<file path="src/rtl/mtb_pkg.sv">
// ----------------------------------------------------------------------------
// mtb_pkg: shared definitions for the Morse text beacon
// Types, register indexes, the character code table and code length decode.
// ----------------------------------------------------------------------------
`default_nettype none

package mtb_pkg;

    localparam int TEXT_DEPTH = 32;
    localparam int TEXT_AW    = (TEXT_DEPTH > 1) ? $clog2(TEXT_DEPTH) : 1;

    typedef logic [TEXT_AW-1:0] t_text_addr;

    typedef enum logic {
        ACT_TICK  = 1'b0,
        ACT_WRITE = 1'b1
    } t_action;

    typedef enum logic [1:0] {
        REG_TEXT_LENGTH  = 2'd0,
        REG_DIT_TICKS    = 2'd1,
        REG_WORD_PAUSE   = 2'd2,
        REG_REPEAT_PAUSE = 2'd3
    } t_reg_index;

    typedef enum logic [1:0] {
        S_IDLE,
        S_TICK,
        S_SCAN,
        S_DONE
    } t_state;

    // Write port of the text store
    typedef struct packed {
        logic       en;
        t_text_addr addr;
        logic [7:0] data;
    } t_store_wr;

    localparam logic [7:0] CHAR_SPACE  = 8'h20;
    localparam logic [7:0] CHAR_LOWER_A = 8'h61;
    localparam logic [7:0] CHAR_LOWER_Z = 8'h7A;
    localparam logic [7:0] CHAR_DIGIT_0 = 8'h30;
    localparam logic [7:0] CHAR_DIGIT_9 = 8'h39;
    localparam logic [7:0] CHAR_PERIOD  = 8'h2E;
    localparam logic [7:0] CHAR_COMMA   = 8'h2C;
    localparam logic [7:0] CHAR_QUERY   = 8'h3F;
    localparam logic [7:0] CHAR_HYPHEN  = 8'h2D;
    localparam logic [7:0] CHAR_LPAREN  = 8'h28;
    localparam logic [7:0] CHAR_RPAREN  = 8'h29;

    localparam logic [7:0] LETTER_CODES [26] = '{
        8'h60, 8'h88, 8'hA8, 8'h90, 8'h40, 8'h28, 8'hD0, 8'h08, 8'h20, 8'h78,
        8'hB0, 8'h48, 8'hE0, 8'hA0, 8'hF0, 8'h68, 8'hD8, 8'h50, 8'h10, 8'hC0,
        8'h30, 8'h18, 8'h70, 8'h98, 8'hB8, 8'hC8
    };

    localparam logic [7:0] DIGIT_CODES [10] = '{
        8'hFC, 8'h7C, 8'h3C, 8'h1C, 8'h0C, 8'h04, 8'h84, 8'hC4, 8'hE4, 8'hF4
    };

    // Packed code of a character; zero for characters without a code
    function automatic logic [7:0] code_of(input logic [7:0] ch);
        logic [7:0] off;
        logic [7:0] code;
        off  = 8'h00;
        code = 8'h00;
        if (ch >= CHAR_LOWER_A && ch <= CHAR_LOWER_Z) begin
            off  = ch - CHAR_LOWER_A;
            code = LETTER_CODES[off[4:0]];
        end else if (ch >= CHAR_DIGIT_0 && ch <= CHAR_DIGIT_9) begin
            off  = ch - CHAR_DIGIT_0;
            code = DIGIT_CODES[off[3:0]];
        end else begin
            case (ch)
                CHAR_PERIOD: code = 8'h56;
                CHAR_COMMA:  code = 8'hCE;
                CHAR_QUERY:  code = 8'h32;
                CHAR_HYPHEN: code = 8'h86;
                CHAR_LPAREN: code = 8'hB4;
                CHAR_RPAREN: code = 8'hB6;
                default:     code = 8'h00;
            endcase
        end
        return code;
    endfunction

    // Symbol count: seven minus the position of the lowest set bit
    function automatic logic [2:0] length_of(input logic [7:0] code);
        logic [2:0] len;
        len = 3'd0;
        for (int b = 7; b >= 0; b--) begin
            if (code[b]) begin
                len = 3'(7 - b);
            end
        end
        return len;
    endfunction

endpackage

`default_nettype wire

</file>
<file path="src/rtl/mtb_text_store.sv">
// ----------------------------------------------------------------------------
// mtb_text_store: text character memory
// One write port, one read port with registered read data.
// ----------------------------------------------------------------------------
`default_nettype none

module mtb_text_store (
    input  wire                       i_clk,
    input  wire mtb_pkg::t_store_wr   i_wr,
    input  wire mtb_pkg::t_text_addr  i_rd_addr,
    output logic [7:0]                o_rd_data
);

    logic [7:0] r_mem [mtb_pkg::TEXT_DEPTH];

    always_ff @(posedge i_clk) begin
        if (i_wr.en) begin
            r_mem[i_wr.addr] <= i_wr.data;
        end
    end

    always_ff @(posedge i_clk) begin
        o_rd_data <= r_mem[i_rd_addr];
    end

endmodule

`default_nettype wire

</file>
<file path="src/rtl/morse_text_beacon.sv">
// ----------------------------------------------------------------------------
// morse_text_beacon: repeating Morse code beacon
// Keys a stored text as dits and dahs, one keyer step per tick transaction.
// ----------------------------------------------------------------------------
// Usage:
//   Input channel (i_in_valid / o_in_stall): each transaction is either a
//   text write (i_action = write, i_text_index, i_text_char) or a timer tick
//   (i_action = tick). Every transaction yields exactly one result on the
//   output channel (o_out_valid / i_out_stall) carrying o_light_on.
//   Configuration goes through the APB-style port: text_length at 0x0,
//   dit_ticks at 0x4, word_pause_ticks at 0x8, repeat_pause_ticks at 0xC.
//   A write result passes from the done state into the output register. A
//   tick result passes through the tick state, then the scan state for each
//   character read when the keyer scans text (up to text_length characters,
//   skipping unknown characters in the same tick; a space loads the word
//   pause and ends the scan unless the code register is zero), then done.
//   One transaction is in flight at a time; the input is stalled until its
//   result is loaded into the output register.
//   A new transaction is taken while a finished result waits to be taken.
//   Receiver stall: the result holds in the output register; a following
//   transaction completes its work and then waits for the register to free.
//   Reset: keyer counters clear, light state off, registers return to 0, 1, 5, 40.
//   Text store contents are not cleared; read only entries already written.
// ----------------------------------------------------------------------------
`default_nettype none

module morse_text_beacon (
    input  wire          i_clk,
    input  wire          i_rst_n,
    // input channel
    input  wire          i_in_valid,
    output logic         o_in_stall,
    input  wire          i_action,
    input  wire  [4:0]   i_text_index,
    input  wire  [7:0]   i_text_char,
    // output channel
    output logic         o_out_valid,
    input  wire          i_out_stall,
    output logic         o_light_on,
    // configuration port
    input  wire          psel,
    input  wire          penable,
    input  wire          pwrite,
    input  wire  [3:0]   paddr,
    input  wire  [31:0]  pwdata,
    output logic [31:0]  prdata,
    output logic         pready
);

    // ------------------------------------------------------------------
    // Configuration registers
    // ------------------------------------------------------------------
    logic [5:0] r_text_length;
    logic [7:0] r_dit_ticks;
    logic [9:0] r_word_pause;
    logic [9:0] r_repeat_pause;

    logic                w_cfg_wr;
    mtb_pkg::t_reg_index w_cfg_idx;

    assign pready    = 1'b1;
    assign w_cfg_wr  = psel && penable && pwrite;
    assign w_cfg_idx = mtb_pkg::t_reg_index'(paddr[3:2]);

    always_ff @(posedge i_clk) begin
        if (!i_rst_n) begin
            r_text_length  <= 6'd0;
            r_dit_ticks    <= 8'd1;
            r_word_pause   <= 10'd5;
            r_repeat_pause <= 10'd40;
        end else if (w_cfg_wr) begin
            unique case (w_cfg_idx)
                mtb_pkg::REG_TEXT_LENGTH:  r_text_length  <= pwdata[5:0];
                mtb_pkg::REG_DIT_TICKS:    r_dit_ticks    <= pwdata[7:0];
                mtb_pkg::REG_WORD_PAUSE:   r_word_pause   <= pwdata[9:0];
                mtb_pkg::REG_REPEAT_PAUSE: r_repeat_pause <= pwdata[9:0];
                default: ;
            endcase
        end
    end

    always_comb begin
        unique case (w_cfg_idx)
            mtb_pkg::REG_TEXT_LENGTH:  prdata = {26'd0, r_text_length};
            mtb_pkg::REG_DIT_TICKS:    prdata = {24'd0, r_dit_ticks};
            mtb_pkg::REG_WORD_PAUSE:   prdata = {22'd0, r_word_pause};
            mtb_pkg::REG_REPEAT_PAUSE: prdata = {22'd0, r_repeat_pause};
            default:                   prdata = 32'd0;
        endcase
    end

    // ------------------------------------------------------------------
    // Keyer state
    // ------------------------------------------------------------------
    mtb_pkg::t_state     r_state, n_state;
    logic [9:0]          r_pause_left, n_pause_left;
    logic [9:0]          r_symbol_left, n_symbol_left;
    logic [2:0]          r_symbols, n_symbols;
    logic [5:0]          r_chars_left, n_chars_left;
    mtb_pkg::t_text_addr r_text_pos, n_text_pos;
    logic [7:0]          r_code, n_code;
    logic                r_light_state, n_light_state;
    logic                r_out_valid, n_out_valid;
    logic                r_light_out, n_light_out;

    logic                w_in_accept;
    logic                w_out_free;
    logic                w_scan_more;
    logic                w_start_scan;
    logic [7:0]          w_dit;
    logic [9:0]          w_dit3;
    logic [7:0]          w_rd_data;
    mtb_pkg::t_store_wr  w_wr;
    mtb_pkg::t_text_addr w_pos_inc;

    assign o_in_stall  = (r_state != mtb_pkg::S_IDLE);
    assign w_in_accept = i_in_valid && !o_in_stall;
    assign w_out_free  = !r_out_valid || !i_out_stall;
    assign o_out_valid = r_out_valid;
    assign o_light_on  = r_light_out;

    // A dit length of zero counts as one
    assign w_dit  = (r_dit_ticks == 8'd0) ? 8'd1 : r_dit_ticks;
    assign w_dit3 = {2'b00, w_dit} + {1'b0, w_dit, 1'b0};

    assign w_start_scan = (r_pause_left == 10'd0) && (r_symbol_left == 10'd0)
                       && (r_symbols == 3'd0) && (r_chars_left != 6'd0);

    // Advance the read position, wrap at the end of the store
    assign w_pos_inc = (r_text_pos == mtb_pkg::t_text_addr'(mtb_pkg::TEXT_DEPTH - 1))
                     ? '0 : r_text_pos + 1'b1;

    // Writes beyond the store depth are dropped
    assign w_wr.en   = w_in_accept && (i_action == mtb_pkg::ACT_WRITE)
                    && (int'(i_text_index) < mtb_pkg::TEXT_DEPTH);
    assign w_wr.addr = mtb_pkg::t_text_addr'(i_text_index);
    assign w_wr.data = i_text_char;

    // Read at the next position, so the data lines up with the scan cycle
    mtb_text_store u_store (
        .i_clk     (i_clk),
        .i_wr      (w_wr),
        .i_rd_addr (n_text_pos),
        .o_rd_data (w_rd_data)
    );

    // ------------------------------------------------------------------
    // Next state
    // ------------------------------------------------------------------
    always_comb begin
        n_state = r_state;
        unique case (r_state)
            mtb_pkg::S_IDLE: begin
                if (w_in_accept) begin
                    n_state = (i_action == mtb_pkg::ACT_WRITE)
                            ? mtb_pkg::S_DONE : mtb_pkg::S_TICK;
                end
            end
            mtb_pkg::S_TICK: begin
                n_state = w_start_scan ? mtb_pkg::S_SCAN : mtb_pkg::S_DONE;
            end
            mtb_pkg::S_SCAN: begin
                n_state = w_scan_more ? mtb_pkg::S_SCAN : mtb_pkg::S_DONE;
            end
            mtb_pkg::S_DONE: begin
                if (w_out_free) begin
                    n_state = mtb_pkg::S_IDLE;
                end
            end
            default: n_state = mtb_pkg::S_IDLE;
        endcase
    end

    // ------------------------------------------------------------------
    // Datapath: one keyer step per tick, one character per scan cycle
    // ------------------------------------------------------------------
    always_comb begin
        n_pause_left  = r_pause_left;
        n_symbol_left = r_symbol_left;
        n_symbols     = r_symbols;
        n_chars_left  = r_chars_left;
        n_text_pos    = r_text_pos;
        n_code        = r_code;
        n_light_state = r_light_state;
        n_out_valid   = r_out_valid;
        n_light_out   = r_light_out;
        w_scan_more   = 1'b0;

        // Drop the result once the receiver takes it
        if (r_out_valid && !i_out_stall) begin
            n_out_valid = 1'b0;
        end

        unique case (r_state)
            mtb_pkg::S_TICK: begin
                if (r_pause_left != 10'd0) begin
                    n_pause_left = r_pause_left - 10'd1;
                end else if (r_symbol_left != 10'd0) begin
                    n_symbol_left = r_symbol_left - 10'd1;
                    // Symbol done: light off, inter-symbol or character gap
                    if (r_symbol_left == 10'd1) begin
                        n_light_state = 1'b0;
                        n_pause_left  = (r_symbols != 3'd0) ? {2'b00, w_dit} : w_dit3;
                    end
                end else if (r_symbols != 3'd0) begin
                    n_symbol_left = r_code[7] ? w_dit3 : {2'b00, w_dit};
                    n_light_state = 1'b1;
                    n_code        = {r_code[6:0], 1'b0};
                    n_symbols     = r_symbols - 3'd1;
                end else if (r_chars_left == 6'd0) begin
                    // End of text: pause, then restart from the top
                    n_pause_left = r_repeat_pause;
                    n_text_pos   = '0;
                    n_chars_left = r_text_length;
                end
            end
            mtb_pkg::S_SCAN: begin
                n_text_pos = w_pos_inc;
                if (w_rd_data == mtb_pkg::CHAR_SPACE) begin
                    // Space keeps the code register
                    n_pause_left = r_word_pause;
                end else begin
                    n_code    = mtb_pkg::code_of(w_rd_data);
                    n_symbols = mtb_pkg::length_of(n_code);
                end
                n_chars_left = r_chars_left - 6'd1;
                w_scan_more  = (n_code == 8'd0) && (n_chars_left != 6'd0);
            end
            mtb_pkg::S_DONE: begin
                if (w_out_free) begin
                    n_out_valid = 1'b1;
                    n_light_out = r_light_state;
                end
            end
            default: ;
        endcase
    end

    always_ff @(posedge i_clk) begin
        if (!i_rst_n) begin
            r_state       <= mtb_pkg::S_IDLE;
            r_pause_left  <= 10'd0;
            r_symbol_left <= 10'd0;
            r_symbols     <= 3'd0;
            r_chars_left  <= 6'd0;
            r_text_pos    <= '0;
            r_code        <= 8'd0;
            r_light_state <= 1'b0;
            r_out_valid   <= 1'b0;
        end else begin
            r_state       <= n_state;
            r_pause_left  <= n_pause_left;
            r_symbol_left <= n_symbol_left;
            r_symbols     <= n_symbols;
            r_chars_left  <= n_chars_left;
            r_text_pos    <= n_text_pos;
            r_code        <= n_code;
            r_light_state <= n_light_state;
            r_out_valid   <= n_out_valid;
        end
    end

    // Result payload needs no reset
    always_ff @(posedge i_clk) begin
        r_light_out <= n_light_out;
    end

    // ------------------------------------------------------------------
    // Assertions
    // ------------------------------------------------------------------
    // The light is on exactly while a symbol is counting down
    a_light_symbol: assert property (@(posedge i_clk) disable iff (!i_rst_n)
        r_light_state == (r_symbol_left != 10'd0))
        else $error("light state and symbol counter disagree");

    // A scan cycle always has a character left to read
    a_scan_chars: assert property (@(posedge i_clk) disable iff (!i_rst_n)
        (r_state == mtb_pkg::S_SCAN) |-> (r_chars_left != 6'd0))
        else $error("scan with no characters left");

    // An accepted transaction keeps the block busy in the next cycle
    a_accept_busy: assert property (@(posedge i_clk) disable iff (!i_rst_n)
        w_in_accept |=> (r_state != mtb_pkg::S_IDLE))
        else $error("idle right after an accepted transaction");

endmodule

`default_nettype wire
</file>
<file path="config.mk">
export PLATFORM = sky130hd
export DESIGN_NAME = morse_text_beacon
export DESIGN_NICKNAME = d
export VERILOG_FILES = /design/src/rtl/mtb_pkg.sv /design/src/rtl/mtb_text_store.sv /design/src/rtl/morse_text_beacon.sv
export SDC_FILE = /design/constraint.sdc
export NUM_CORES = 1
export LEC_CHECK = 0
export BUFFER_PORTS_ARGS = -buffer_cell sky130_fd_sc_hd__buf_2
export CORE_MARGIN = 8
export CORE_UTILIZATION = 55
export CTS_BUF_LIST = sky130_fd_sc_hd__clkbuf_8
export DETAILED_ROUTE_END_ITERATION = 10
export HOLD_SLACK_MARGIN = 0.05
export PLACE_DENSITY = 0.84
export REMOVE_ABC_BUFFERS = 1
export SYNTH_ARGS = -nofsm -noshare
export SYNTH_HDL_FRONTEND = slang
export SYNTH_SLANG_ARGS = --single-unit
</file>
<file path="constraint.sdc">
create_clock -name i_clk -period 9.68 [get_ports i_clk]
set_input_delay 0.968 -clock i_clk [delete_from_list [all_inputs] [get_ports i_clk]]
set_output_delay 0.968 -clock i_clk [all_outputs]
set_load 0.005 [all_outputs]
</file>
Yosys cells after proc, flatten, opt, wreduce, memory -nomap -nowiden
Memories as Yosys holds them, arrays and structs flattened. A register that Yosys moved wholly into a read port is not among the register bits.
Index checks and enable logic that the tools add are counted.
{ "word_totals": {"reg_bits": 81, "mem_bits_rw": 256, "rom_bits": 384, "inputBits": 57, "out_inout_bits": 36, "wordCells": 171, "mem_count": 3} }
{ "classes": {"n_addsub": 8, "n_lt_le_gt_ge": 6, "eq_ne": 28, "mux": 66, "bitwise": 3, "n_reduce_logical": 43} }
{ "memory_table": {"columns": ["memory", "depth", "width", "read_ports", "rd_clocked_by_memory_dff", "write_ports", "line", "source"], "rows": [
  ["(name not given)", 32, 8, 1, 0, 0, "mtb_pkg.sv:70", "code = LETTER_CODES[off[4:0]];"],
  ["u_store.r_mem", 32, 8, 1, 1, 1, "mtb_text_store.sv:14", "logic [7:0] r_mem [mtb_pkg::TEXT_DEPTH];"],
  ["(name not given)", 16, 8, 1, 0, 0, "mtb_pkg.sv:73", "code = DIGIT_CODES[off[3:0]];"]
]} }
{ "op_table": {"columns": ["cell", "n"], "rows": [
  ["$pmux W32 S4", 1],
  ["$mux W8", 14],
  ["$mux W10", 10],
  ["$eq A8 B6 Y1 const B", 7],
  ["$pmux W8 S6", 1],
  ["$mux W3", 10],
  ["$mux W5", 5],
  ["$mux W6", 4],
  ["$logic_not A10 Y1", 2],
  ["$pmux W10 S2", 1],
  ["$reduce_bool A10 Y1", 2],
  ["$sub A10 B1 Y10 const B", 2],
  ["$ne A2 B2 Y1 const B", 9],
  ["$logic_not A8 Y1", 2],
  ["$pmux W8 S2", 1],
  ["$reduce_and A5 Y1", 3],
  ["$mux W1", 12],
  ["$ne A4 B4 Y1 const B", 3],
  ["$pmux W6 S2", 1],
  ["$reduce_and A2 Y1", 6],
  ["$reduce_bool A6 Y1", 2],
  ["$logic_and A1 B1 Y1", 11],
  ["$add A8 B9 Y10", 1],
  ["$eq A10 B1 Y1 const B", 1],
  ["other kinds (31)", 43]
]} }

Longest topological paths before layout
Gate-level depths: netlist (run 1).
{ "depth": {"word_depth": 18, "ltp_mapped": 16, "mapped_depth_nobuf": 15} }

Cells and area by module
A second synthesis (run 1) with hierarchy kept.
{ "unflattened": {"hier_cells": 1199, "hier_area_um2": 16161.8} }
{ "modules_own_cells": {"columns": ["mod", "n_inst", "cells_per_inst", "area_per_inst_um2", "seq_area_each_um2"], "rows": [
  ["mtb_text_store", 1, 417, 10053.4, 7847.5],
  ["morse_text_beacon", 1, 782, 6108.4, 1631.6]
]} }

Worst setup path after synthesis (run 1)
No wires, ideal clock.
{ "synth_timing": {"kind": "register -> register", "startpoint": "register r_dit_ticks[6]", "endpoint": "register r_symbol_left[7]", "setup_time_ns": 0.101, "arrival_time_ns": 2.935, "required_ns": 9.579, "setup_slack_ns": 6.644, "path_stages_with_launch": 16, "n_path_buf": 1, "synth_period_minus_slack_ns": 3.036, "path_cell_list": "dfxtp_1 -> clkbuf_1 -> inv_1 -> ha_1 -> and3_1 -> nand2_1 -> nand2_1 -> fa_1 -> nor2b_1 -> o21ai_0 -> a21boi_0 -> o21a_1 -> maj3_1 -> xor2_1 -> a211oi_1 -> o41ai_1"} }
{ "synth_between": {"elab_chain_cells": 6} }
{ "synth_lines": {"columns": ["element", "line", "source"], "rows": [
  ["from (decl)", "morse_text_beacon.sv:54", "logic [7:0] r_dit_ticks;"],
  ["from (signal assigned)", "morse_text_beacon.sv:74", "mtb_pkg::REG_DIT_TICKS: r_dit_ticks <= pwdata[7:0];"],
  ["$logic_not A8 Y1", "morse_text_beacon.sv:123", "assign w_dit = (r_dit_ticks == 8'd0) ? 8'd1 : r_dit_ticks;"],
  ["$mux W8 (*)", "morse_text_beacon.sv:123", null],
  ["$add A8 B9 Y10", "morse_text_beacon.sv:124", "assign w_dit3 = {2'b00, w_dit} + {1'b0, w_dit, 1'b0};"],
  ["$mux W10 (*)", "morse_text_beacon.sv:206", "n_symbol_left = r_code[7] ? w_dit3 : {2'b00, w_dit};"],
  ["$mux W10 (*)", "morse_text_beacon.sv:205", "end else if (r_symbols != 3'd0) begin"],
  ["$mux W10 (*)", "morse_text_beacon.sv:198", "end else if (r_symbol_left != 10'd0) begin"],
  ["to (signal assigned)", "morse_text_beacon.sv:253", "r_symbol_left <= n_symbol_left;"],
  ["to (decl)", "morse_text_beacon.sv:97", "logic [9:0] r_symbol_left, n_symbol_left;"]
]} }
Mark *: on every way between the ends. The rest lies on a longest branch, timed or not. The select of a mux whose other input is x is not followed.
A chain may end at the register's enable or synchronous reset.

Worst setup path in the final report (run 1)
{ "layout_timing": {"startpoint": "register r_state[0]", "endpoint": "register u_store.o_rd_data[6], read port of u_store.r_mem"} }
{ "layout_between": {"elab_chain_cells": 2, "elab_cells_between_ends": 3, "cone_classes": "2 x eq/ne; 1 x mux"} }
{ "layout_lines": {"columns": ["element", "line", "source"], "rows": [
  ["from (decl)", "morse_text_beacon.sv:95", "mtb_pkg::t_state r_state, n_state;"],
  ["from (signal assigned)", "morse_text_beacon.sv:241", "r_state <= mtb_pkg::S_IDLE;"],
  ["from (signal assigned)", "morse_text_beacon.sv:251", "r_state <= n_state;"],
  ["$eq A2 B2 Y1 / $eq A2 B1 Y1 (equally long branches)", "morse_text_beacon.sv:194", "unique case (r_state)"],
  ["$pmux W5 S2 (*)", "morse_text_beacon.sv:194", null],
  ["to (decl)", "mtb_text_store.sv:11", "output logic [7:0] o_rd_data"]
]} }
Mark *: on every way between the ends. The rest lies on a longest branch, timed or not.

==> flow_results.xml, run 1 <==
<?xml version="1.0" encoding="UTF-8"?>
<metrics>
  <group name="floorplanning">
    <metric name="floorplan.rows" unit="">63</metric>
    <metric name="start_util" unit="">0.560</metric>
    <metric name="ios" unit="">93</metric>
    <metric name="coreArea" unit="µm²">29700</metric>
    <metric name="floorplan.die_area" unit="µm²">36100</metric>
    <metric name="die_height" unit="µm">190</metric>
    <metric name="die_x" unit="µm">190</metric>
  </group>
  <group name="routing">
    <metric name="first_iter_violations" unit="">980</metric>
    <metric name="post_drt_wl_per_cell" unit="µm">20.0</metric>
    <metric name="postRouteWirelength" unit="µm">36600</metric>
    <metric name="drt-pass1-iter-count" unit="">6</metric>
    <metric name="route.antenna.remaining_nets" unit="">0</metric>
    <metric name="via_count" unit="">11300</metric>
    <metric name="remaining_drcs" unit="">0</metric>
    <metric name="routed_via_density" unit="">6.15</metric>
  </group>
  <group name="synthesis">
    <metric name="synth_area_leader_cell" unit="">sky130_fd_sc_hd__edfxtp_1</metric>
    <metric name="post_synth_inst_count" unit="">1377</metric>
    <metric name="seq_area_frac_synth" unit="">0.570</metric>
    <metric name="yosysWarnings" unit="">0</metric>
    <metric name="synthDominantCellAreaShare" unit="">0.464</metric>
    <metric name="synthArstFlopShare" unit="">0</metric>
    <metric name="yosys.cell_types.count" unit="">95</metric>
    <metric name="avgSynthCellArea" unit="µm²">12.1</metric>
    <metric name="yosys_register_bits" unit="">345</metric>
    <metric name="mappedNetlistArea" unit="µm²">16600</metric>
    <metric name="yosys-top-cells-area" unit="">sky130_fd_sc_hd__edfxtp_1, sky130_fd_sc_hd__mux2i_1, sky130_fd_sc_hd__dfxtp_1</metric>
    <metric name="postSynth.topFlopCell" unit="">sky130_fd_sc_hd__edfxtp_1</metric>
    <metric name="most_frequently_used_cell_type_in_the_post_synthesis_netlist" unit="">sky130_fd_sc_hd__edfxtp_1</metric>
    <metric name="commonest_cells_in_the_synthesized_netlist" unit="">sky130_fd_sc_hd__edfxtp_1, sky130_fd_sc_hd__mux2i_1, sky130_fd_sc_hd__nor2_1, sky130_fd_sc_hd__dfxtp_1, sky130_fd_sc_hd__a21oi_1</metric>
    <metric name="synth_enable_flop_cells" unit="">257</metric>
  </group>
  <group name="sta">
    <metric name="final-max-slew-violation-count" unit="">0</metric>
    <metric name="fmax" unit="MHz">237</metric>
    <metric name="max-slew-margin-rel" unit="">0.239</metric>
    <metric name="tightest_slew" unit="ns">1.14</metric>
    <metric name="fin_setup_tns" unit="ns">0</metric>
    <metric name="report.final.hold_viol_count" unit="">0</metric>
    <metric name="setup_skew" unit="ns">0.0344</metric>
    <metric name="final_min_period_over_clock_period" unit="">0.435</metric>
    <metric name="rsz0062_at_grt" unit="">false</metric>
    <metric name="fin_worst_hold_slack" unit="ns">0.460</metric>
    <metric name="setup_viol" unit="">0</metric>
    <metric name="final_min_period" unit="ns">4.21</metric>
  </group>
  <group name="place">
    <metric name="gpl.final_weighted_congestion" unit="">0.940</metric>
    <metric name="port_buffers" unit="">45</metric>
    <metric name="post-dp-hpwl" unit="µm">23700</metric>
  </group>
  <group name="clock_network">
    <metric name="cts_num_sinks" unit="">345</metric>
    <metric name="root_buffer" unit="">sky130_fd_sc_hd__clkbuf_8</metric>
    <metric name="cts.repair_timing.setup_buffer_count" unit="">0</metric>
    <metric name="ctsHoldBuffers" unit="">0</metric>
    <metric name="post_cts.resized_instances" unit="">0</metric>
    <metric name="cts_tree" unit="">built</metric>
    <metric name="path_clk_slew" unit="ns">0.07</metric>
    <metric name="cts-htree-levels" unit="">2</metric>
    <metric name="worstSkewPairLatency" unit="ns">0.60</metric>
    <metric name="clock_path_buffers" unit="">3</metric>
    <metric name="cts-buffers-inserted" unit="">53</metric>
  </group>
  <group name="power">
    <metric name="p_leak" unit="nW">5.99</metric>
    <metric name="total_power" unit="mW">4.21</metric>
    <metric name="power.density_cell_area" unit="nW/µm²">235</metric>
    <metric name="irDropWorstVdd" unit="V">0.000194</metric>
  </group>
  <group name="final_layout">
    <metric name="filler_cell_count" unit="">2244</metric>
    <metric name="finalNetCount" unit="">1487</metric>
    <metric name="syn_to_final_growth" unit="%">7.57</metric>
    <metric name="drive_gt1_frac" unit="">0.119</metric>
    <metric name="antennaDiodeCount" unit="">0</metric>
  </group>
  <group name="setup_path">
    <metric name="criticalPathCategory" unit="">flop to flop</metric>
    <metric name="cp-start-kind" unit="">flop</metric>
    <metric name="critical_path.max_fanout" unit="">46</metric>
    <metric name="cp_data_required_time" unit="ns">10.09</metric>
    <metric name="worstSetupEndpointType" unit="">flop</metric>
    <metric name="arrival" unit="ns">4.62</metric>
  </group>
  <group name="grt">
    <metric name="grt_antenna_before_repair" unit="">0</metric>
    <metric name="first_global_vias" unit="">10900</metric>
    <metric name="grt_remaining_overflow" unit="">0</metric>
    <metric name="grt_start_max_net_pins" unit="">64</metric>
    <metric name="grt_pass1_wl" unit="µm">57800</metric>
    <metric name="overall_routing_resource_usage" unit="">0.198</metric>
  </group>
  <group name="outcome">
    <metric name="status" unit="">complete, no violations</metric>
  </group>
  <group name="run">
    <metric name="max-cap-violations" unit="">0</metric>
  </group>
  <group name="worst_hold_path">
    <metric name="hold_path_class" unit="">flop to flop</metric>
  </group>
</metrics>
## state kept, by name, indices dropped and copies added, names as in the netlist, 2 cells and up
register	cells
r_dit_ticks	8
r_symbols	3
r_text_length	6
r_code	8
r_word_pause	10
u_store.r_mem	256
r_chars_left	6
r_state	2
r_symbol_left	10
r_pause_left	10
r_text_pos	5
r_repeat_pause	10
u_store.o_rd_data	8
## per-layer routing
layer / GRT usage / share of wire / up-vias / routed length (µm)
met2: 0.335 / 0.49 / 510 / 17800
li1: - / - / 5222 / -
met1: 0.253 / 0.40 / 5458 / 14800
met5: 0 / 0 / - / 0
met3: 0.0357 / 0.079 / 93 / 2900
met4: 0.0673 / 0.030 / 0 / 1090
## path summary, 6_finish.rpt
check                      from                   end  slack, ns  cells after the start
hold reg to reg   r_light_state            o_light_on       0.46                      0
hold / removal    r_light_state            o_light_on       0.46                      0
setup reg to reg     r_state[0]  u_store.o_rd_data[6]       5.47                     11
setup / recovery     r_state[0]  u_store.o_rd_data[6]       5.47                     11
## kinds of logic (layout without fill, tap and decap cells)
group,count (synthesis),after routing,share of synthesized area
other,2,23,0.000452
multiplexers,214,214,0.134
flip-flops,345,345,0.570
AND/OR/NAND/NOR,365,365,0.111
AO/OA/AOI/OAI,283,283,0.118
adder cells (fa/ha/maj),26,26,0.0199
buffers and inverters,132,180,0.0411
XOR/XNOR,10,10,0.00527
## cell type report
type	count	area (µm²)	area share
sequential	345	9480	0.530
multi-input combinational	921	6560	0.367
clock buffer	54	743	0.0415
tap	390	488	0.0273
timing repair buffer	50	263	0.0147
clock inverter	42	226	0.0127
inverter	34	128	0.00713
## critical path, stage by stage (launching register included)
cell,delay [ns]
sky130_fd_sc_hd__dfxtp_1,0.38
sky130_fd_sc_hd__inv_1,0.10
sky130_fd_sc_hd__ha_1,0.45
sky130_fd_sc_hd__nor2b_1,0.21
sky130_fd_sc_hd__a32oi_2,0.29
sky130_fd_sc_hd__a32oi_2,0.22
sky130_fd_sc_hd__nand2_4,0.59
sky130_fd_sc_hd__buf_4,0.72
sky130_fd_sc_hd__mux4_2,0.65
sky130_fd_sc_hd__or2_0,0.24
sky130_fd_sc_hd__o211ai_1,0.09
sky130_fd_sc_hd__a311oi_1,0.06
## layout by cell type, fill, tap and decap left out, drive strengths merged, types with 5 or more instances in the layout
| cell type | n |
|---|---|
| nor3 | 22 |
| mux4 | 7 |
| nor2b | 9 |
| and2 | 5 |
| dfxtp | 88 |
| nor4 | 9 |
| a22oi | 5 |
| a32oi | 7 |
| buf | 50 |
| o2111ai | 5 |
| edfxtp | 257 |
| nand3 | 29 |
| o211a | 6 |
| or3 | 7 |
| conb | 23 |
| nor3b | 5 |
| o22ai | 31 |
| clkbuf | 54 |
| clkinv | 25 |
| o21a | 7 |
| o21ai | 41 |
| mux2i | 205 |
| o211ai | 19 |
| a21o | 8 |
| a221oi | 5 |
| nand2 | 68 |
| a21boi | 7 |
| ha | 24 |
| and3 | 8 |
| or2 | 5 |
| nand3b | 9 |
| xor2 | 9 |
| a211oi | 19 |
| a31oi | 8 |
| inv | 49 |
| nor2 | 157 |
| or4 | 5 |
| nand4 | 5 |
| a21oi | 77 |
| nand2b | 9 |
## per-stage QoR
stage	util	instance area [µm²]	std cells	setup WS, ns
finish	0.602	17900	1836	5.47
global route	0.602	17900	1836	5.22
floorplan	-	16200	1300	2.94
CTS	0.602	17900	1836	5.48
detailed placement	0.569	16900	1740	5.49
global placement	0.569	16900	1740	5.61
## where the power goes
part / switching (mW) / internal [mW] / leakage [nW] / total [mW]
clock network: 0.562 / 0.553 / 0.549 / 1.11
registers: 0.0998 / 1.65 / 3.03 / 1.75
logic: 0.836 / 0.506 / 2.41 / 1.34
No activity file was read; power rests on OpenSTA's default activity.
==> run 2: changes to the inputs <==
--- a/config.mk
+++ b/config.mk
@@ -5,13 +5,14 @@
 export SDC_FILE = /design/constraint.sdc
 export NUM_CORES = 1
 export LEC_CHECK = 0
+export ABC_AREA = 1
 export BUFFER_PORTS_ARGS = -buffer_cell sky130_fd_sc_hd__buf_2
 export CORE_MARGIN = 8
 export CORE_UTILIZATION = 55
 export CTS_BUF_LIST = sky130_fd_sc_hd__clkbuf_8
 export DETAILED_ROUTE_END_ITERATION = 10
 export HOLD_SLACK_MARGIN = 0.05
-export PLACE_DENSITY = 0.84
+export PLACE_DENSITY = 0.87
 export REMOVE_ABC_BUFFERS = 1
 export SYNTH_ARGS = -nofsm -noshare
 export SYNTH_HDL_FRONTEND = slang
==> constraint.sdc (replaced) <==
create_clock -name i_clk -period 3.41 [get_ports i_clk]
set_input_delay 0.341 -clock i_clk [delete_from_list [all_inputs] [get_ports i_clk]]
set_output_delay 0.341 -clock i_clk [all_outputs]
set_load 0.005 [all_outputs]
==> run 2 against run 1 <==
  * Final area increased by 6.8%
  * Clock skew rose by 0.00068 ns
  * Routed wire length increased by 20%
  * Critical path depth grew 3
  * Clock-buffer cell count rose by 7
  * Highest routed layer unchanged
  * Combinational power increased to 4.5 times the previous value
  * Clock power rose to 3.3 times the previous value
  * Global-route usage rose by 3.1 points
==> flow_results.xml, run 2 <==
<?xml version="1.0" encoding="UTF-8"?>
<metrics>
  <group name="worst_hold_path">
    <metric name="hold_path_class" unit="">primary input to flop</metric>
    <metric name="hold_path_depth" unit="">3</metric>
  </group>
  <group name="synthesis">
    <metric name="synthArstFlopShare" unit="">0</metric>
    <metric name="yosys_register_bits" unit="">345</metric>
    <metric name="synth_area_leader_cell" unit="">sky130_fd_sc_hd__edfxtp_1</metric>
    <metric name="avgSynthCellArea" unit="µm²">8.75</metric>
    <metric name="yosys.cell_types.count" unit="">46</metric>
    <metric name="most_frequently_used_cell_type_in_the_post_synthesis_netlist" unit="">sky130_fd_sc_hd__nand2_1</metric>
    <metric name="commonest_cells_in_the_synthesized_netlist" unit="">sky130_fd_sc_hd__nand2_1, sky130_fd_sc_hd__nand3_1, sky130_fd_sc_hd__inv_1, sky130_fd_sc_hd__edfxtp_1, sky130_fd_sc_hd__nor2_1</metric>
    <metric name="post_synth_inst_count" unit="">1996</metric>
    <metric name="postSynth.topFlopCell" unit="">sky130_fd_sc_hd__edfxtp_1</metric>
    <metric name="synth_enable_flop_cells" unit="">257</metric>
    <metric name="synthDominantCellAreaShare" unit="">0.442</metric>
    <metric name="yosys-top-cells-area" unit="">sky130_fd_sc_hd__edfxtp_1, sky130_fd_sc_hd__dfxtp_1, sky130_fd_sc_hd__nand3_1</metric>
    <metric name="seq_area_frac_synth" unit="">0.543</metric>
    <metric name="mappedNetlistArea" unit="µm²">17500</metric>
    <metric name="yosysWarnings" unit="">0</metric>
  </group>
  <group name="setup_path">
    <metric name="cp-start-kind" unit="">flop</metric>
    <metric name="cp_data_required_time" unit="ns">3.94</metric>
    <metric name="worstReg2RegEnd" unit="">u_store.o_rd_data[4]</metric>
    <metric name="worstSetupEndpointType" unit="">flop</metric>
    <metric name="regToRegSetupSlack" unit="ns">0.24</metric>
    <metric name="arrival" unit="ns">3.70</metric>
    <metric name="crit_end" unit="">u_store.o_rd_data[4]</metric>
    <metric name="critical_path.startpoint" unit="">r_state[1]</metric>
    <metric name="cp_cell_instances" unit="">inv_1, ha_1, inv_1, nor3_1, nand2_4, nand2_4, buf_12, nand2_1, nand3_1, nand3_1, nand3_1, nand2_1, nand2_1, nand2_1</metric>
    <metric name="reg2reg_depth" unit="">14</metric>
    <metric name="crit_path_max_incr_delay" unit="ns">0.47</metric>
    <metric name="slowest_stage" unit="">sky130_fd_sc_hd__ha_1</metric>
    <metric name="criticalPathCategory" unit="">flop to flop</metric>
    <metric name="critical_path.most_common_cell" unit="">sky130_fd_sc_hd__nand2_1</metric>
    <metric name="critical_path.max_fanout" unit="">96</metric>
    <metric name="r2r_start" unit="">r_state[1]</metric>
  </group>
  <group name="sta">
    <metric name="fin_setup_tns" unit="ns">0</metric>
    <metric name="fin_worst_hold_slack" unit="ns">0.198</metric>
    <metric name="final_min_period_over_clock_period" unit="">0.929</metric>
    <metric name="final_min_period" unit="ns">3.17</metric>
    <metric name="rsz0062_at_grt" unit="">false</metric>
    <metric name="setup_skew" unit="ns">0.0351</metric>
    <metric name="max-slew-margin-rel" unit="">0.370</metric>
    <metric name="fmax" unit="MHz">316</metric>
    <metric name="report.final.hold_viol_count" unit="">0</metric>
    <metric name="final.setup.worst_slack" unit="ns">0.242</metric>
    <metric name="tightest_slew" unit="ns">0.942</metric>
    <metric name="setup_viol" unit="">0</metric>
    <metric name="final-max-slew-violation-count" unit="">0</metric>
  </group>
  <group name="grt">
    <metric name="grt_pass1_wl" unit="µm">71000</metric>
    <metric name="overall_routing_resource_usage" unit="">0.229</metric>
    <metric name="first_global_vias" unit="">14000</metric>
    <metric name="groute.layer.met1.usage" unit="">0.292</metric>
    <metric name="grt_start_max_net_pins" unit="">121</metric>
    <metric name="grt_antenna_before_repair" unit="">0</metric>
    <metric name="grt_remaining_overflow" unit="">0</metric>
    <metric name="global_route.peak_usage_layer" unit="">met2</metric>
    <metric name="grtUsageMet2" unit="">0.375</metric>
    <metric name="grtUsageMet3" unit="">0.0465</metric>
  </group>
  <group name="run">
    <metric name="max-cap-violations" unit="">0</metric>
  </group>
  <group name="floorplanning">
    <metric name="start_util" unit="">0.556</metric>
    <metric name="die_height" unit="µm">194</metric>
    <metric name="ios" unit="">93</metric>
    <metric name="floorplan.rows" unit="">65</metric>
    <metric name="floorplan.die_area" unit="µm²">37700</metric>
    <metric name="coreArea" unit="µm²">31400</metric>
    <metric name="die_x" unit="µm">194</metric>
  </group>
  <group name="final_layout">
    <metric name="mostFrequentLayoutCells" unit="">sky130_fd_sc_hd__nand2_1, sky130_fd_sc_hd__nand3_1, sky130_fd_sc_hd__inv_1</metric>
    <metric name="registers.top_by_ff_count" unit="">u_store.r_mem</metric>
    <metric name="final_common_cell" unit="">sky130_fd_sc_hd__nand2_1</metric>
    <metric name="finish.utilization" unit="">0.609</metric>
    <metric name="antennaDiodeCount" unit="">0</metric>
    <metric name="syn_to_final_growth" unit="%">9.40</metric>
    <metric name="drive_gt1_frac" unit="">0.0797</metric>
    <metric name="finalNetCount" unit="">2118</metric>
    <metric name="largest_reg_flops" unit="">256</metric>
  </group>
  <group name="clock_network">
    <metric name="path_clk_slew" unit="ns">0.07</metric>
    <metric name="clock_path_buffers" unit="">3</metric>
    <metric name="cts-htree-levels" unit="">2</metric>
    <metric name="cts.repair_timing.setup_buffer_count" unit="">0</metric>
    <metric name="cts-buffers-inserted" unit="">57</metric>
    <metric name="cts_tree" unit="">built</metric>
    <metric name="root_buffer" unit="">sky130_fd_sc_hd__clkbuf_8</metric>
    <metric name="cts_num_sinks" unit="">345</metric>
    <metric name="worstSkewPairLatency" unit="ns">0.64</metric>
  </group>
  <group name="routing">
    <metric name="drt-pass1-iter-count" unit="">6</metric>
    <metric name="first_iter_violations" unit="">1825</metric>
    <metric name="route.antenna.remaining_nets" unit="">0</metric>
    <metric name="postRouteWirelength" unit="µm">44000</metric>
    <metric name="remaining_drcs" unit="">0</metric>
    <metric name="routed_via_density" unit="">5.79</metric>
    <metric name="post_drt_wl_per_cell" unit="µm">17.7</metric>
    <metric name="via_count" unit="">14400</metric>
  </group>
  <group name="place">
    <metric name="dp_worst_setup_slack" unit="ns">0.350</metric>
    <metric name="gpl.final_weighted_congestion" unit="">0.905</metric>
    <metric name="port_buffers" unit="">45</metric>
    <metric name="post-dp-hpwl" unit="µm">27500</metric>
  </group>
  <group name="power">
    <metric name="irDropWorstVdd" unit="V">0.000757</metric>
    <metric name="power.density_cell_area" unit="nW/µm²">772</metric>
    <metric name="total_power" unit="mW">14.8</metric>
    <metric name="p_leak" unit="nW">8.13</metric>
  </group>
  <group name="outcome">
    <metric name="status" unit="">complete, no violations</metric>
  </group>
</metrics>
-- run 2: cell types whose count changed after synthesis, moves of 9 or more --
cell	delta
sky130_fd_sc_hd__inv_1	+272
sky130_fd_sc_hd__mux2i_1	-205
sky130_fd_sc_hd__nand3_1	+319
sky130_fd_sc_hd__buf_4	+10
sky130_fd_sc_hd__o22ai_1	-28
sky130_fd_sc_hd__nor3_1	-14
sky130_fd_sc_hd__nand2_1	+301
sky130_fd_sc_hd__o21ai_0	+53
sky130_fd_sc_hd__nand2b_1	-9
sky130_fd_sc_hd__nand3b_1	+65
-- run 2: critical path: cells and delay by family (launching register included) --
kind	cells	cell delay [ns]
AND/OR/NAND/NOR	10	1.53
flip-flops	1	0.38
adder cells (fa/ha/maj)	1	0.47
buffers and inverters	3	0.61
-- run 2: cells by family (layout without fill, tap and decap cells) --
logic type / Yosys count / after routing / share of synthesized area
flip-flops: 345 / 345 / 0.543
buffers and inverters: 421 / 486 / 0.103
AO/OA/AOI/OAI: 222 / 222 / 0.0726
AND/OR/NAND/NOR: 966 / 966 / 0.256
XOR/XNOR: 15 / 15 / 0.00752
other: 2 / 23 / 0.000430
adder cells (fa/ha/maj): 25 / 25 / 0.0183
-- run 2: metrics by stage --
stage	cells	instance area [µm²]
after floorplan	1903	16900
after global placement	2368	17800
after detailed placement	2368	17800
after CTS	2484	19100
after global routing	2484	19100
final	2484	19100
-- run 2: layout make-up --
type                            count  area, µm²
Clock buffer                       61        840
Sequential cell                   345       9480
Multi-Input combinational cell   1251       6290
Clock inverter                     44        324
Fill cell                        2522      12300
Tap cell                          402        503
Inverter                          307       1150
Timing Repair Buffer               74        520
-- run 2: worst min-delay path by stage --
stage | slack (ns) | end | from
finish | 0.20 | r_state[1] | i_action
global route | 0.20 | r_state[1] | i_action
CTS | 0.14 | r_state[1] | i_action
detailed placement | 0.43 | o_light_on | r_light_state
global placement | 0.42 | o_light_on | r_light_state
floorplan | 0.40 | o_light_on | r_light_state
-- run 2: report_power, final --
group / switching (mW) / leakage [nW] / internal (mW) / total (mW)
combinational: 4.15 / 4.45 / 1.87 / 6.02
sequential: 0.258 / 3.03 / 4.76 / 5.02
clock: 1.73 / 0.647 / 1.98 / 3.71
total: 6.14 / 8.13 / 8.61 / 14.8
-- run 2: per-layer routing --
metal  up-vias  part of all wire
met5         -                 0
met2       845              0.47
met3       137              0.10
met1      6682              0.39
li1       6706                 -
met4         0             0.035
-- run 2: what timing repair did --
action,4_1_cts,5_1_grt
endpoints found under the hold margin,25,0
gates resized for setup,0,0
hold buffers,11,0
